File: src/rtl/ilir_pkg.sv
// shared types and codes of the indexed list block
`timescale 1ns / 1ps

package ilir_pkg;

  typedef enum logic [1:0] {
    MODE_APPEND = 2'd0,
    MODE_INSERT = 2'd1,
    MODE_POP    = 2'd2,
    MODE_REMOVE = 2'd3
  } mode_e;

  typedef enum logic [1:0] {
    STAT_OK    = 2'd0,
    STAT_RANGE = 2'd1,
    STAT_FULL  = 2'd2
  } status_e;

  typedef enum logic [3:0] {
    S_IDLE,
    S_DECIDE,
    S_UP_CHK,
    S_UP_WR,
    S_TAKE,
    S_RM_TAKE,
    S_DN_CHK,
    S_DN_WR,
    S_FIN
  } ctrl_state_e;

  typedef enum logic [1:0] {
    RD_IDX_DEC,
    RD_IDX_INC,
    RD_LAST,
    RD_POS
  } rd_sel_e;

  typedef enum logic {
    WR_SHIFT,
    WR_PUT
  } wr_sel_e;

  typedef enum logic [2:0] {
    IDX_HOLD,
    IDX_FILL,
    IDX_POS,
    IDX_DEC,
    IDX_INC
  } idx_op_e;

  typedef enum logic [1:0] {
    FILL_HOLD,
    FILL_INC,
    FILL_DEC
  } fill_op_e;

  typedef struct packed {
    logic     latch;
    logic     rd;
    rd_sel_e  rd_sel;
    logic     wr;
    wr_sel_e  wr_sel;
    idx_op_e  idx_op;
    fill_op_e fill_op;
    logic     set_res;
    status_e  res_status;
    logic     res_take;
    logic     load_out;
  } dp_cmd_t;

  typedef struct packed {
    mode_e mode;
    logic  full;
    logic  empty;
    logic  pos_gt_fill;
    logic  pos_ge_fill;
    logic  idx_gt_pos;
    logic  idx_next_lt_fill;
    logic  out_free;
  } dp_stat_t;

endpackage

File: src/rtl/ilir_ctrl.sv
// controller state machine of the indexed list block
`timescale 1ns / 1ps

module ilir_ctrl (
  input  logic              clk_i,
  input  logic              rst_ni,
  input  logic              in_valid_i,
  output logic              in_stall_o,
  input  ilir_pkg::dp_stat_t stat_i,
  output ilir_pkg::dp_cmd_t  cmd_o
);
  import ilir_pkg::*;

  ctrl_state_e state_q, state_d;

  always_ff @(posedge clk_i or negedge rst_ni) begin
    if (!rst_ni) begin
      state_q <= S_IDLE;
    end else begin
      state_q <= state_d;
    end
  end

  always_comb begin
    state_d    = state_q;
    cmd_o      = '0;
    in_stall_o = 1'b1;
    unique case (state_q)
      S_IDLE: begin
        in_stall_o = 1'b0;
        if (in_valid_i) begin
          cmd_o.latch = 1'b1;
          state_d     = S_DECIDE;
        end
      end
      S_DECIDE: begin
        unique case (stat_i.mode)
          MODE_APPEND, MODE_INSERT: begin
            if (stat_i.full) begin
              cmd_o.set_res    = 1'b1;
              cmd_o.res_status = STAT_FULL;
              state_d          = S_FIN;
            end else if (stat_i.mode == MODE_INSERT && stat_i.pos_gt_fill) begin
              cmd_o.set_res    = 1'b1;
              cmd_o.res_status = STAT_RANGE;
              state_d          = S_FIN;
            end else begin
              cmd_o.idx_op = IDX_FILL;
              state_d      = S_UP_CHK;
            end
          end
          MODE_POP: begin
            if (stat_i.empty) begin
              cmd_o.set_res    = 1'b1;
              cmd_o.res_status = STAT_RANGE;
              state_d          = S_FIN;
            end else begin
              cmd_o.rd      = 1'b1;
              cmd_o.rd_sel  = RD_LAST;
              cmd_o.fill_op = FILL_DEC;
              state_d       = S_TAKE;
            end
          end
          MODE_REMOVE: begin
            if (stat_i.pos_ge_fill) begin
              cmd_o.set_res    = 1'b1;
              cmd_o.res_status = STAT_RANGE;
              state_d          = S_FIN;
            end else begin
              cmd_o.rd     = 1'b1;
              cmd_o.rd_sel = RD_POS;
              cmd_o.idx_op = IDX_POS;
              state_d      = S_RM_TAKE;
            end
          end
          default: state_d = S_FIN;
        endcase
      end
      S_UP_CHK: begin
        if (stat_i.idx_gt_pos) begin
          cmd_o.rd     = 1'b1;
          cmd_o.rd_sel = RD_IDX_DEC;
          state_d      = S_UP_WR;
        end else begin
          cmd_o.wr         = 1'b1;
          cmd_o.wr_sel     = WR_PUT;
          cmd_o.fill_op    = FILL_INC;
          cmd_o.set_res    = 1'b1;
          cmd_o.res_status = STAT_OK;
          state_d          = S_FIN;
        end
      end
      S_UP_WR: begin
        cmd_o.wr     = 1'b1;
        cmd_o.wr_sel = WR_SHIFT;
        cmd_o.idx_op = IDX_DEC;
        state_d      = S_UP_CHK;
      end
      S_TAKE: begin
        cmd_o.set_res    = 1'b1;
        cmd_o.res_status = STAT_OK;
        cmd_o.res_take   = 1'b1;
        state_d          = S_FIN;
      end
      S_RM_TAKE: begin
        cmd_o.set_res    = 1'b1;
        cmd_o.res_status = STAT_OK;
        cmd_o.res_take   = 1'b1;
        state_d          = S_DN_CHK;
      end
      S_DN_CHK: begin
        if (stat_i.idx_next_lt_fill) begin
          cmd_o.rd     = 1'b1;
          cmd_o.rd_sel = RD_IDX_INC;
          state_d      = S_DN_WR;
        end else begin
          cmd_o.fill_op = FILL_DEC;
          state_d       = S_FIN;
        end
      end
      S_DN_WR: begin
        cmd_o.wr     = 1'b1;
        cmd_o.wr_sel = WR_SHIFT;
        cmd_o.idx_op = IDX_INC;
        state_d      = S_DN_CHK;
      end
      S_FIN: begin
        if (stat_i.out_free) begin
          cmd_o.load_out = 1'b1;
          state_d        = S_IDLE;
        end
      end
      default: state_d = S_IDLE;
    endcase
  end

endmodule

File: config.mk
export PLATFORM = sky130hd
export DESIGN_NAME = ilir_ctrl
export DESIGN_NICKNAME = d
export VERILOG_FILES = /design/src/rtl/ilir_pkg.sv /design/src/rtl/ilir_ctrl.sv
export SDC_FILE = /design/constraint.sdc
export NUM_CORES = 1
export LEC_CHECK = 0
export BUFFER_PORTS_ARGS = -buffer_cell sky130_fd_sc_hd__buf_2
export CAP_MARGIN = 10
export CORE_AREA = 2 2 39 41
export DETAILED_ROUTE_END_ITERATION = 12
export DIE_AREA = 0 0 41 43
export PLACE_DENSITY = 0.76
export SETUP_SLACK_MARGIN = 0.15
export SYNTH_ARGS = -nofsm -noshare
export SYNTH_HDL_FRONTEND = slang
export SYNTH_SLANG_ARGS = --single-unit
File: constraint.sdc
create_clock -name clk_i -period 1.8 [get_ports clk_i]
set_input_delay 0.09 -clock clk_i [delete_from_list [all_inputs] [get_ports clk_i]]
set_output_delay 0.09 -clock clk_i [all_outputs]
set_load 0.01 [all_outputs]
==> results.md <==
- Placed inst area: 608 µm²
- Tcrit/Tclk final: 94.0%
- Post-Synth Simple-Gate Area: a little over two fifths
- Arr. time, crit path: 1600 ps
- Residual DRC: 0
- Drt pass-1 iters: 4
- Num rows: 14
- Number of top-level pins: 29
- Die area: approximately 0.0018 mm²
- Final Instance Area: about 730 µm²
- Biggest regs: state_q x4
- Initial antenna violation count: 0
- Clock sink count: 4
- Initial Util: 33.3%
- Area Growth Syn to Fin: 57.6%
- Clock Tree Root: clkbuf_4
- Final WL: 1550 µm
- CTS tree: done
- Pwr/cell area: 1180 mW/mm²
- Period minus WS final: 1690 ps
- Reg clk slew, reported paths: 40 ps
- Setup TNS: 0 ps
- Antenna cells: 0
- Critical Path Source Type: flop
- Post-DP HPWL: 1060 µm
- Width of the chip: roughly 40 µm
- Final Hold Viols: 0
- Pins over their slew limit: 0
- Post-layout power: between 0.0008 and 0.0009 W
- Critical path required time: 1710 ps
- LEAKAGE: 0.384 nW
- RSZ-0062 raised after global routing: yes
- Synth Area in XOR/XNOR: 0%
- Grt met2 use: 30.9%
- Syn nets: 78
- Hold slack: between 150 and 200 ps
- Cells after synthesis: 66
- Vias per inst: 5.63
- M1 GR Usage: between 20% and 30%
- Post-synthesis mux area share: 4.35%
- VDD IR max: 0.000470 V
- CP endpoint kind: output port
- Largest net degree at the start of global routing: 14
- Max_slew headroom: between 60% and 70%
- Reg2reg start: state_q[2]
- PortBufs: 28
- DRT iter0 DRCs: 35
- Die height: around 43 µm
- Grt met3 use: 1.57%
- Grt total ovfl: 0
- Part of the Yosys area used for sequential elements: 21.7%
- Total GRT Usage: 18.9%
- Yosys warns: 0
- Longest Clk Path Bufs: 2
- R2r setup slk: 270 ps
- Skew-Pair Late Insertion Delay: 240 ps
- Worst R2R End: state_q[0]
- Post-synthesis compound-gate area fraction: 18.5%
- Final ANT Viol Nets: 0
- Result of the run: finished clean
- Max FO, Critical Path: 7
- # setup viols final: 0
- Mapped Area: 460 µm²
- Commonest cells after routing, fill and taps aside: buf_2 (28), nor2_1 (7), buf_4 (7)
- CORE AREA: ~0.0014 mm²
- Most common cell after layout, fill and taps aside: buf_2
- Setup Skew: 5.48 ps
- R2R depth: 3
- Vias in the first global route: 545
- Syn_area_per_cell: 6.98 µm²
- Hold Crit Class: in2async
- Max cap viols: 0
- Adder-cell area share of the yosys netlist: 0%
- Synth Register Bits: 4
- H-tree levels: 1
- Global route hottest layer: met2
- Slew @ Worst Pin: 509 ps
- Critical path type: reg2out
- WL per Instance: 13.2 µm
- Via count: roughly 660
- Fraction of layout cells with a size suffix above 1: a little under half
- Max reg flops: 4
- TritonCTS Buffers: 3
- Yosys cell types: 29
- GPL Wtd Cong: 0.811
- First-pass GRT wire length: ~2300 µm
- Largest family of logic cells by synthesized area: simple AND/OR/NAND/NOR gates
- Layout Nets: 115
- Maximum clock rate: 0.591 GHz
- Top reg by flops: state_q
==> cell usage after synthesis <==
library cell	number	area, µm²
or4_1	2	15.0
a211o_1	1	8.76
nand2_1	2	7.51
clkbuf_1	3	11.3
o31ai_1	1	7.51
nand2b_1	3	18.8
a311oi_1	1	8.76
a31oi_1	3	18.8
buf_4	1	7.51
or3_1	2	12.5
o311ai_0	1	8.76
and2_1	1	6.26
nor2_1	7	26.3
nand3_1	1	5.00
o21ai_0	3	15.0
or4b_1	1	10.0
nor4b_1	1	8.76
mux2i_1	2	20.0
a21oi_1	2	10.0
a211oi_1	1	7.51
nor3b_1	2	15.0
dfrtp_1	4	100
inv_1	7	26.3
clkbuf_2	1	5.00
nand4_1	2	12.5
buf_6	1	11.3
nor3_1	7	35.0
and3b_1	1	8.76
nor4_1	2	12.5
==> area by class of cell <==
type                    instances  area (µm²)
clock buffers                   3        22.5
inverters                       7        26.3
flip-flops and latches          4         103
fillers                       148         658
well taps                      16        20.0
multi-input cells              49         329
repair buffers                 38         225
==> cell families (layout without fill, tap and decap cells) <==
family	after synthesis	in the layout
AOI/OAI and AO/OA	13	13
buffers and inverters	13	48
DFF	4	4
muxes	2	2
and+or+nand+nor	34	34
==> report_power, final <==
part           switching (W)  total [W]  internal, W
sequential         0.0000322   0.000155     0.000123
clock              0.0000373   0.000112    0.0000746
combinational       0.000315   0.000592     0.000277
==> metrics by stage <==
step,worst slack (ps),util (%),cells
floorplan,265,-,66
global placement,237,43.9,107
detailed placement,198,43.9,107
CTS,125,49.5,115
global route,63.7,52.4,117
finish,109,52.4,117
==> critical path, cell delays in order, from the launching register on <==
cell and delay, ps:
dfrtp_2 430, or4b_4 550, nor2_1 130, a211o_1 120, buf_2 120
==> per-layer routing <==
layer  part of all wire [%]  wire length [µm]
met4                   0.97                15
met3                     10               158
met2                     49               764
met5                      0                 0
met1                     39               610
==> worst max path at each step <==
stage / start / to / slack [ps] / cells past startpoint
final: state_q[2] / cmd_o[4] / 110 / 4
after global routing: state_q[3] / cmd_o[4] / 60 / 5
after CTS: state_q[1] / cmd_o[4] / 130 / 6
after detailed placement: state_q[2] / state_q[0] / 200 / 3
after global placement: state_q[3] / cmd_o[4] / 240 / 5
after floorplan: state_q[2] / state_q[0] / 270 / 5
==> timing repair <==
| item | in CTS | in global routing |
|---|---|---|
| buffers inserted | 4 | 2 |
| pin swaps | 1 | 0 |
| endpoints found under the hold margin | 4 | 0 |
| gates cloned | 0 | 0 |
| endpoints found under the setup margin | 10 | 9 |
| hold buffers | 1 | 0 |
| resized for setup | 6 | 7 |
No activity file was read; power rests on OpenSTA's default activity.
